File: config.mk
export PLATFORM = sky130hd
export DESIGN_NAME = cascaded_complex_highpass_top
export DESIGN_NICKNAME = d
export VERILOG_FILES = /design/src/rtl/chp_pkg.sv /design/src/rtl/cascaded_complex_highpass_top.sv
export SDC_FILE = /design/constraint.sdc
export NUM_CORES = 2
export LEC_CHECK = 0
export BUFFER_PORTS_ARGS = -buffer_cell sky130_fd_sc_hd__buf_2
export CORE_UTILIZATION = 55
export CTS_CLUSTER_DIAMETER = 30
export DETAILED_ROUTE_END_ITERATION = 10
export GPL_ROUTABILITY_DRIVEN = 0
export PLACE_DENSITY = 0.74
export SLEW_MARGIN = 20
export SYNTH_ARGS = -nofsm -noshare
export SYNTH_HDL_FRONTEND = slang
export SYNTH_SLANG_ARGS = --single-unit
export TNS_END_PERCENT = 100
File: constraint.sdc
create_clock -name clk_i -period 9.09 [get_ports clk_i]
set_input_delay 0.4545 -clock clk_i [delete_from_list [all_inputs] [get_ports clk_i]]
set_output_delay 0.4545 -clock clk_i [all_outputs]
set_load 0.05 [all_outputs]
File: src/rtl/chp_pkg.sv
// Package for the cascaded complex high-pass filter: sizes, codes and
// saturation helpers. No dependencies.
`timescale 1ns / 1ps

package chp_pkg;

  // Cascade and sample sizes
  localparam int MAX_STAGES   = 8;
  localparam int SAMPLE_WIDTH = 16;
  localparam int STATE_WIDTH  = SAMPLE_WIDTH + 8;
  localparam int STAGE_W      = (MAX_STAGES > 1) ? $clog2(MAX_STAGES) : 1;
  localparam int ADDR_W       = STAGE_W + 1;
  localparam int DEPTH        = 2 * MAX_STAGES;

  // Configuration fields
  localparam int COEF_W     = 16;
  localparam int COUNT_W    = 4;
  localparam int CFG_IDX_W  = 2;
  localparam int CFG_DATA_W = 16;

  // Datapath widths
  localparam int DIFF_W  = STATE_WIDTH + 1;     // x - x_prev
  localparam int B0_W    = COEF_W + 2;          // signed operand holding 65536 + g
  localparam int PROD_W  = DIFF_W + B0_W;
  localparam int ACC_W   = PROD_W + 2;
  localparam int SHIFT   = COEF_W + 1;          // b0 carries 2^17 scaling
  localparam int ROUND_W = ACC_W - SHIFT;

  localparam logic signed [ACC_W-1:0] ROUND_BIAS = ACC_W'(1) << (SHIFT - 1);

  // Register indexes
  typedef enum logic [CFG_IDX_W-1:0] {
    CFG_FILTER_ENABLE = 2'd0,
    CFG_POLE_COEF     = 2'd1,
    CFG_STAGE_COUNT   = 2'd2
  } cfg_idx_e;

  // Sequencer states
  typedef enum logic [4:0] {
    ST_IDLE = 5'b00001,
    ST_MUL1 = 5'b00010,
    ST_MUL2 = 5'b00100,
    ST_ACC  = 5'b01000,
    ST_OUT  = 5'b10000
  } seq_state_e;

  // Clamp a rounded stage value to the state word
  function automatic logic signed [STATE_WIDTH-1:0] sat_state(
    input logic signed [ROUND_W-1:0] v
  );
    logic [ROUND_W-STATE_WIDTH:0] top;
    logic signed [STATE_WIDTH-1:0] r;
    top = v[ROUND_W-1:STATE_WIDTH-1];
    if ((top == '0) || (top == '1)) begin
      r = v[STATE_WIDTH-1:0];
    end else if (v[ROUND_W-1]) begin
      r = {1'b1, {(STATE_WIDTH-1){1'b0}}};
    end else begin
      r = {1'b0, {(STATE_WIDTH-1){1'b1}}};
    end
    return r;
  endfunction

  // Clamp a state word to the sample width
  function automatic logic signed [SAMPLE_WIDTH-1:0] sat_sample(
    input logic signed [STATE_WIDTH-1:0] v
  );
    logic [STATE_WIDTH-SAMPLE_WIDTH:0] top;
    logic signed [SAMPLE_WIDTH-1:0] r;
    top = v[STATE_WIDTH-1:SAMPLE_WIDTH-1];
    if ((top == '0) || (top == '1)) begin
      r = v[SAMPLE_WIDTH-1:0];
    end else if (v[STATE_WIDTH-1]) begin
      r = {1'b1, {(SAMPLE_WIDTH-1){1'b0}}};
    end else begin
      r = {1'b0, {(SAMPLE_WIDTH-1){1'b1}}};
    end
    return r;
  endfunction

endpackage

File: src/rtl/cascaded_complex_highpass_top.sv
// Cascaded complex single-pole high-pass filter, top level.
// Stage state in one synchronous memory, one shared multiplier; uses chp_pkg.
`timescale 1ns / 1ps
//
//  Channel   Direction  Handshake                     Payload
//  s_axis    in         s_axis_tvalid/s_axis_tready   tdata: i_sample, q_sample
//  m_axis    out        m_axis_tvalid/m_axis_tready   tdata: i_result, q_result
//  cfg       in         cfg_valid_i/cfg_ready_o       cfg_index_i, cfg_data_i
//
// Filtering walks the N stages in use for each channel, three steps per stage
// and channel (difference multiply, pole multiply, add and write back), in an
// order set by the single multiplier and the memory read port. Pass-through
// goes straight to the result state. Reset clears the control, configuration
// and output valid registers and the valid bit of every memory entry at once; an entry not yet written reads as zero.
// A finished result waits in the output register while the next transaction
// is taken; the sequencer holds only if that register is still full.

module cascaded_complex_highpass_top
  import chp_pkg::*;
(
  input  logic                  clk_i,
  input  logic                  rst_ni,
  // Sample input; tdata: i_sample [15:0], q_sample [31:16]
  input  logic                  s_axis_tvalid,
  output logic                  s_axis_tready,
  input  logic [31:0]           s_axis_tdata,
  // Result output; tdata: i_result [15:0], q_result [31:16]
  output logic                  m_axis_tvalid,
  input  logic                  m_axis_tready,
  output logic [31:0]           m_axis_tdata,
  // Register writes
  input  logic                  cfg_valid_i,
  output logic                  cfg_ready_o,
  input  logic [CFG_IDX_W-1:0]  cfg_index_i,
  input  logic [CFG_DATA_W-1:0] cfg_data_i
);

  // Configuration registers
  logic               enable_q;
  logic [COEF_W-1:0]  pole_q;
  logic [COUNT_W-1:0] count_q;
  logic [STAGE_W-1:0] last_stage;

  // Sequencer
  seq_state_e         state_q, state_d;
  logic [STAGE_W-1:0] stage_q, stage_d;
  logic               ch_q, ch_d;
  logic               s_accept;

  // Datapath registers
  logic signed [STATE_WIDTH-1:0]  x_q, x_d;
  logic signed [SAMPLE_WIDTH-1:0] q_in_q;
  logic signed [SAMPLE_WIDTH-1:0] i_res_q, i_res_d;
  logic signed [SAMPLE_WIDTH-1:0] q_res_q, q_res_d;
  logic signed [STATE_WIDTH-1:0]  yprev_q;
  logic signed [PROD_W-1:0]       prod_q, p1_q;

  // Output register
  logic        m_valid_q;
  logic [31:0] m_data_q;

  // State memory: {prev_output, prev_input} per entry, entry = {stage, channel}
  logic [2*STATE_WIDTH-1:0] mem_q [DEPTH];
  logic [DEPTH-1:0]         valid_q;
  logic [2*STATE_WIDTH-1:0] rd_q;
  logic                     rd_valid_q;
  logic [ADDR_W-1:0]        raddr, waddr;
  logic                     mem_we;

  // Arithmetic
  logic signed [STATE_WIDTH-1:0]  prev_in, prev_out;
  logic signed [DIFF_W-1:0]       diff, mul_a;
  logic signed [B0_W-1:0]         mul_b;
  logic signed [ACC_W-1:0]        acc;
  logic signed [ROUND_W-1:0]      rnd;
  logic signed [STATE_WIDTH-1:0]  y;

  assign cfg_ready_o   = 1'b1;
  assign s_axis_tready = (state_q == ST_IDLE);
  assign s_accept      = s_axis_tvalid && s_axis_tready;
  assign m_axis_tvalid = m_valid_q;
  assign m_axis_tdata  = m_data_q;

  // Last stage index, with zero taken as one stage and overflow clamped
  always_comb begin
    if (count_q == '0) begin
      last_stage = '0;
    end else if (count_q > COUNT_W'(MAX_STAGES)) begin
      last_stage = STAGE_W'(MAX_STAGES - 1);
    end else begin
      last_stage = STAGE_W'(count_q - COUNT_W'(1));
    end
  end

  // Register write port
  always_ff @(posedge clk_i or negedge rst_ni) begin
    if (!rst_ni) begin
      enable_q <= 1'b0;
      pole_q   <= '0;
      count_q  <= COUNT_W'(1);
    end else if (cfg_valid_i && cfg_ready_o) begin
      case (cfg_idx_e'(cfg_index_i))
        CFG_FILTER_ENABLE: enable_q <= cfg_data_i[0];
        CFG_POLE_COEF:     pole_q   <= cfg_data_i[COEF_W-1:0];
        CFG_STAGE_COUNT:   count_q  <= cfg_data_i[COUNT_W-1:0];
        default: ;
      endcase
    end
  end

  // Memory read data, zero for entries never written
  assign prev_in  = rd_valid_q ? signed'(rd_q[STATE_WIDTH-1:0]) : '0;
  assign prev_out = rd_valid_q ? signed'(rd_q[2*STATE_WIDTH-1:STATE_WIDTH]) : '0;

  // Shared multiplier: (65536 + g) * (x - x_prev), then g * y_prev
  assign diff = DIFF_W'(x_q) - DIFF_W'(prev_in);
  always_comb begin
    if (state_q == ST_MUL2) begin
      mul_a = DIFF_W'(yprev_q);
      mul_b = signed'({2'b00, pole_q});
    end else begin
      mul_a = diff;
      mul_b = signed'({1'b0, 1'b1, pole_q});
    end
  end

  // Sum, round half up, clamp to the state word
  assign acc = ACC_W'(p1_q) + (ACC_W'(prod_q) <<< 1) + ROUND_BIAS;
  assign rnd = acc[ACC_W-1:SHIFT];
  assign y   = sat_state(rnd);

  assign waddr  = {stage_q, ch_q};
  assign raddr  = {stage_d, ch_d};
  assign mem_we = (state_q == ST_ACC);

  // Sequencer next state
  always_comb begin
    state_d = state_q;
    stage_d = stage_q;
    ch_d    = ch_q;
    x_d     = x_q;
    i_res_d = i_res_q;
    q_res_d = q_res_q;
    case (state_q)
      ST_IDLE: begin
        if (s_accept) begin
          stage_d = '0;
          ch_d    = 1'b0;
          x_d     = STATE_WIDTH'(signed'(s_axis_tdata[SAMPLE_WIDTH-1:0]));
          i_res_d = s_axis_tdata[SAMPLE_WIDTH-1:0];
          q_res_d = s_axis_tdata[2*SAMPLE_WIDTH-1:SAMPLE_WIDTH];
          state_d = enable_q ? ST_MUL1 : ST_OUT;
        end
      end
      ST_MUL1: state_d = ST_MUL2;
      ST_MUL2: state_d = ST_ACC;
      ST_ACC: begin
        x_d = y;
        if (stage_q == last_stage) begin
          stage_d = '0;
          if (!ch_q) begin
            i_res_d = sat_sample(y);
            ch_d    = 1'b1;
            x_d     = STATE_WIDTH'(q_in_q);
            state_d = ST_MUL1;
          end else begin
            q_res_d = sat_sample(y);
            ch_d    = 1'b0;
            state_d = ST_OUT;
          end
        end else begin
          stage_d = stage_q + STAGE_W'(1);
          state_d = ST_MUL1;
        end
      end
      ST_OUT: begin
        if (!m_valid_q || m_axis_tready) begin
          state_d = ST_IDLE;
        end
      end
      default: state_d = ST_IDLE;
    endcase
  end

  // Control registers
  always_ff @(posedge clk_i or negedge rst_ni) begin
    if (!rst_ni) begin
      state_q <= ST_IDLE;
      stage_q <= '0;
      ch_q    <= 1'b0;
    end else begin
      state_q <= state_d;
      stage_q <= stage_d;
      ch_q    <= ch_d;
    end
  end

  // Datapath registers
  always_ff @(posedge clk_i) begin
    x_q     <= x_d;
    i_res_q <= i_res_d;
    q_res_q <= q_res_d;
    prod_q  <= PROD_W'(mul_a) * PROD_W'(mul_b);
    if (s_accept) begin
      q_in_q <= s_axis_tdata[2*SAMPLE_WIDTH-1:SAMPLE_WIDTH];
    end
    if (state_q == ST_MUL1) begin
      yprev_q <= prev_out;
    end
    if (state_q == ST_MUL2) begin
      p1_q <= prod_q;
    end
  end

  // State memory: write back in the accumulate cycle, registered read
  always_ff @(posedge clk_i) begin
    if (mem_we) begin
      mem_q[waddr] <= {y, x_q};
    end
    rd_q <= mem_q[raddr];
  end

  // Entry valid bits, cleared at reset
  always_ff @(posedge clk_i or negedge rst_ni) begin
    if (!rst_ni) begin
      valid_q    <= '0;
      rd_valid_q <= 1'b0;
    end else begin
      if (mem_we) begin
        valid_q[waddr] <= 1'b1;
      end
      rd_valid_q <= valid_q[raddr];
    end
  end

  // Output register: load a finished result, drop it once taken
  always_ff @(posedge clk_i or negedge rst_ni) begin
    if (!rst_ni) begin
      m_valid_q <= 1'b0;
    end else if ((state_q == ST_OUT) && (!m_valid_q || m_axis_tready)) begin
      m_valid_q <= 1'b1;
    end else if (m_axis_tready) begin
      m_valid_q <= 1'b0;
    end
  end

  always_ff @(posedge clk_i) begin
    if ((state_q == ST_OUT) && (!m_valid_q || m_axis_tready)) begin
      m_data_q <= {q_res_q, i_res_q};
    end
  end

`ifndef NO_ASSERTIONS
  // The stage walk never passes the last stage in use
  assert property (@(posedge clk_i) disable iff (!rst_ni)
    ((state_q == ST_MUL1) || (state_q == ST_MUL2) || (state_q == ST_ACC))
      |-> (stage_q <= last_stage))
    else $error("stage index beyond the configured cascade");

  // A result is only presented after the sequencer has finished a transaction
  assert property (@(posedge clk_i) disable iff (!rst_ni)
    $rose(m_valid_q) |-> $past(state_q == ST_OUT))
    else $error("output loaded outside the result state");

  // A written entry is valid from the next cycle on
  assert property (@(posedge clk_i) disable iff (!rst_ni)
    mem_we |=> valid_q[$past(waddr)])
    else $error("memory entry not marked valid after write back");

  // Pass-through goes straight to the result state
  assert property (@(posedge clk_i) disable iff (!rst_ni)
    (s_accept && !enable_q) |=> (state_q == ST_OUT))
    else $error("pass-through transaction entered the filter walk");
`endif

endmodule

# Word-level counts from Yosys, hierarchy flattened
# Memory sizes are Yosys's and may differ from the RTL's. A register that Yosys moved wholly into a read port is not among the register bits.
# Index checks and enable logic that the tools add are counted.
# W data, S select, Z words.
# word_totals
elab_cells,106
ff_bits,262
mem_bits_rw,768
n_memories,1
# classes
n_reduce_logical,20
n_mux,42
n_eq_ne,15
mul,1
bitwise_logic,1
n_lt_le_gt_ge,4
addsub,5
# mem_list
memory,depth,word_bits,rd,rd_clocked_by_memory_dff,wr,line,source
mem_q,16,48,1,1,1,cascaded_complex_highpass_top.sv:63,logic [2*STATE_WIDTH-1:0] mem_q [DEPTH];
# op_table
operator,count
$mux W24,6
$mux W16,8
$pmux W16 S2,2
$pmux W24 S2,1
$add A43 B44 Y45,1
$add A45 B18 Y45 const B,1
$mul A25 B18 Y43,1
$mux W25,1
$mux W5,5
$pmux W5 S5,1
$sub A24 B24 Y25,1
$mux W17,1
$or A16 B16 Y16,1
$mux W3,4
$eq A5 B5 Y1 const B,2
$lt A4 B5 Y1 const B,2
$reduce_and A2 Y1,5
$eq A9 B9 Y1 const B,1
$logic_not A9 Y1,1
$mux W1,9
$reduce_and A4 Y1,2
$ne A2 B1 Y1 const B,3
$pmux W3 S2,1
$eq A5 B1 Y1 const B,1
21 further kinds,27

# Longest topological paths before layout
# depth
depth_word,11
depth_mapped,40

# Worst setup path after synthesis
# Ideal clock, no wire load.
# synth_path
path_type,register -> register
from,register rd_valid_q
to,register prod_q[42]
path_slack_ns,0.239
arrival_ns,8.779
synth_period_minus_slack_ns,8.851
stages_incl_launch_ff,37
cell_sequence,dfrtp_1 clkbuf_1 clkbuf_1 nand2_1 ha_1 nor2b_1 o21a_1 o21ai_0 a21oi_1 a311oi_1 o311ai_0 a21oi_1 a211oi_1 o22ai_1 nor2_1 nor2_1 clkbuf_1 nand2_1 fa_1 inv_1 fa_1 fa_1 fa_1 fa_1 fa_1 ha_1 a21o_1 a21o_1 a21o_1 a21o_1 a21oi_1 o31a_1 o21bai_1 a211o_1 a31o_2 a21oi_1 xnor2_1
# synth_between
elab_chain_len,4
# synth_lines
item,line,source
"start, declared",cascaded_complex_highpass_top.sv:66,logic rd_valid_q;
"start signal, assigned",cascaded_complex_highpass_top.sv:232,rd_valid_q <= valid_q[raddr];
$mux W24,cascaded_complex_highpass_top.sv:112,assign prev_in = rd_valid_q ? signed'(rd_q[STATE_WIDTH-1:0]) : '0;
$sub A24 B24 Y25,cascaded_complex_highpass_top.sv:116,assign diff = DIFF_W'(x_q) - DIFF_W'(prev_in);
$mux W25,cascaded_complex_highpass_top.sv:118,if (state_q == ST_MUL2) begin
$mul A25 B18 Y43,cascaded_complex_highpass_top.sv:203,prod_q <= PROD_W'(mul_a) * PROD_W'(mul_b);
"end signal, assigned",cascaded_complex_highpass_top.sv:203,
"end, declared",cascaded_complex_highpass_top.sv:56,"logic signed [PROD_W-1:0] prod_q, p1_q;"
# Every way passes these cells.
# A chain may end at the register's enable or synchronous reset.

# Worst setup path after layout
# layout_path
from,register rd_valid_q
to,register prod_q[41]
# The elaborated chain is that of the path after synthesis.

==> run_results.csv <==
group,metric,value,unit
logic_synthesis,yosysUniqueCellTypes,85,
layout,area_delta_synth_final,17.3,%
layout,final_cell_mix,"nand2_1, edfxtp_1, inv_1",
logic_synthesis,ys_ff_latch,1077,
logic_synthesis,async_flop_share,0.0446,
floorplanning,num_rows,120,
sta,clock_skew,0.0713,ns
routing,wire_per_inst,23.0,microns
placement,pre_cts_slack,0.0313,ns
clock_tree,insertion_delay,0.84,ns
logic_synthesis,synth_edf_count,938,
clock_tree,cts_tree,"yes",
clock_tree,clkSlewWorstSetupHoldPaths,0.05,ns
layout,layout.nets,6177,
layout,regArea,31200,sq um
floorplanning,dieArea,110000,sq um
critical_path,required,9.80,ns
grt,grt_max_degree,183,
floorplanning,die_h,331,microns
placement,place_inst,6656,
min_path,min_path_type,"input port to flop",
routing,first_pass_iters,6,
run_status,status,"finished clean",
placement,post_dp_cell_area,62400,sq um
logic_synthesis,netlist_instances,5247,
routing,wl,163,mm
min_path,hold_depth,3,
sta,drv_slew,0,
grt,grt_pass1_vias,42600,
floorplanning,ios,90,
routing,vias_per_cell,5.95,
layout,finish.instance_area,69900,sq um
layout,final_util,0.652,
clock_tree,clkSinkCount,1077,
floorplanning,fp.dieW,331,microns
layout,multi_input_area,25700,sq um
critical_path,endpoint_kind,"flop",
logic_synthesis,synth_nets,5934,
placement,hpwl,97.0,mm
sta,max_freq,113,MHz
layout,instances_no_fill,7061,
grt,grt_pass1_wl,246,mm
sta,tightest_slew,1.24,ns
sta,relSlewSlack,0.172,
sta,finalCriticalPeriod,8.84,ns
clock_tree,cts.path.max_buffers,3,
routing,initialDrtViolationCount,4759,
critical_path,critPathTopFamily,"adder cells",
logic_synthesis,ys_warn_count,0,
flow_run,maxCapViolations,0,
routing,ant_nets,0,
critical_path,worst_setup_path_start_kind,"flop",
sta,fin_crit_sh,0.973,
critical_path,crit_fanout,8,
critical_path,cp.arrival,9.55,ns
grt,gr-total-overflow,0,
grt,antenna_found_initial,7,
critical_path,path_common_cell,"fa_1",
layout,drive_above_1_share,0.136,
grt,grt_use_total,0.299,
logic_synthesis,synth_seq_area_share,0.523,
clock_tree,cts_buffers,188,
routing,drcViolationCount,0,
sta,setup_ws,0.247,ns
clock_tree,htree_levels,4,
logic_synthesis,synth_area_per_cell,11.4,sq um
clock_tree,clockRootBuffer,"clkbuf_16",
routing,via_count,42000,
critical_path,reg2regPathDepth,36,
logic_synthesis,netlist_area,59600,sq um
critical_path,critPathBufInv,3,
logic_synthesis,synth_top_flop_cell,"edfxtp_1",
floorplanning,core,107000,sq um
critical_path,slowest_stage,"fa_1",
critical_path,slowest_delay,0.58,ns
floorplanning,initial_core_util,0.556,
critical_path,critical_path_depth,36,
sta,setup-violations-final,0,
placement,portBuffers,88,
sta,finalHoldViolCount,0,
critical_path,path_class,"flop to flop",
layout,final_common_cell,"nand2_1",
layout,fillers,7524,
## worst min-delay path, cell delays in order
cell and delay, ns:
buf_2 0.08, nand2_1 0.08, o211ai_1 0.09
## cell families after synthesis
group,count (synthesis),synth area share
flops,1077,0.523
fa+ha+maj,633,0.185
simple gates,2090,0.158
buf+inv,792,0.0509
xor+xnor,85,0.0126
other cells,1,0.0000629
mux,32,0.00609
compound gates,537,0.0633
## worst paths after layout
| path | startpoint | endpoint | slack [ns] |
|---|---|---|---|
| max | rd_valid_q | prod_q[41] | 0.25 |
| min | s_axis_tdata[9] | i_res_q[9] | 0.04 |
| max reg2reg | rd_valid_q | prod_q[41] | 0.25 |
| min reg2reg | q_res_q[4] | m_axis_tdata[20] | 0.41 |
| max in group asynchronous | rst_ni | pole_q[15] | 8.15 |
| min in group asynchronous | rst_ni | pole_q[5] | 0.28 |
## flip-flops by register name (all words and copies together) (netlist names), 4 cells and up
name          cells
count_q           4
i_res_q          16
m_axis_tdata     32
mem_q           768
p1_q             42
pole_q           16
prod_q           43
q_in_q           16
q_res_q          16
rd_q             48
state_q           5
valid_q          16
x_q              24
yprev_q          24
## area by class of cell
| class | count | share of cell area |
|---|---|---|
| flip-flops and latches | 1077 | 0.446 |
| inverters | 520 | 0.0281 |
| repair buffers | 325 | 0.0360 |
| clock inverters | 144 | 0.0258 |
| clock buffers | 212 | 0.0705 |
| diodes | 2 | 0.0000716 |
| multi-input cells | 3378 | 0.368 |
| well taps | 1403 | 0.0251 |
## per-stage QoR
step | TNS, ns | hold WS [ns]
2_1_floorplan | 0 | 0.159
3_5_place_dp | 0 | 0.405
5_1_grt | -0.179 | 0.0530
4_1_cts | 0 | 0.00863
3_3_place_gp | 0 | 0.402
6_report | 0 | 0.0404
## cell usage after synthesis (67+ instances only)
library cell,number,area share
fa_1,417,0.14
nor2_1,119,0.0075
and2_1,204,0.021
a21o_1,67,0.0084
and3_1,69,0.0072
o21ai_0,78,0.0066
ha_1,215,0.045
a21oi_1,84,0.0071
inv_1,512,0.032
nand3_1,421,0.035
dfxtp_1,91,0.031
a311oi_1,102,0.015
edfxtp_1,938,0.47
clkbuf_1,224,0.014
nand2_1,1143,0.072
## routing by layer
metal  share of wire  global-route usage  routed length (microns)
met3            0.10              0.0661                    16800
met4           0.042               0.136                     6900
met2            0.48               0.479                    77400
met5        0.000031                   0                        5
met1            0.38               0.393                    61500
## timing repair
item,in CTS,in global routing
gates cloned,0,1
setup buffers,0,5
endpoints found under the hold margin,92,0
resized for setup,4,61
pin swaps,0,19
setup endpoints to repair,2,13
hold buffers,41,0
Power is not shown: default switching activity piles up to over one toggle a cycle in this logic, so the estimate is an artifact.
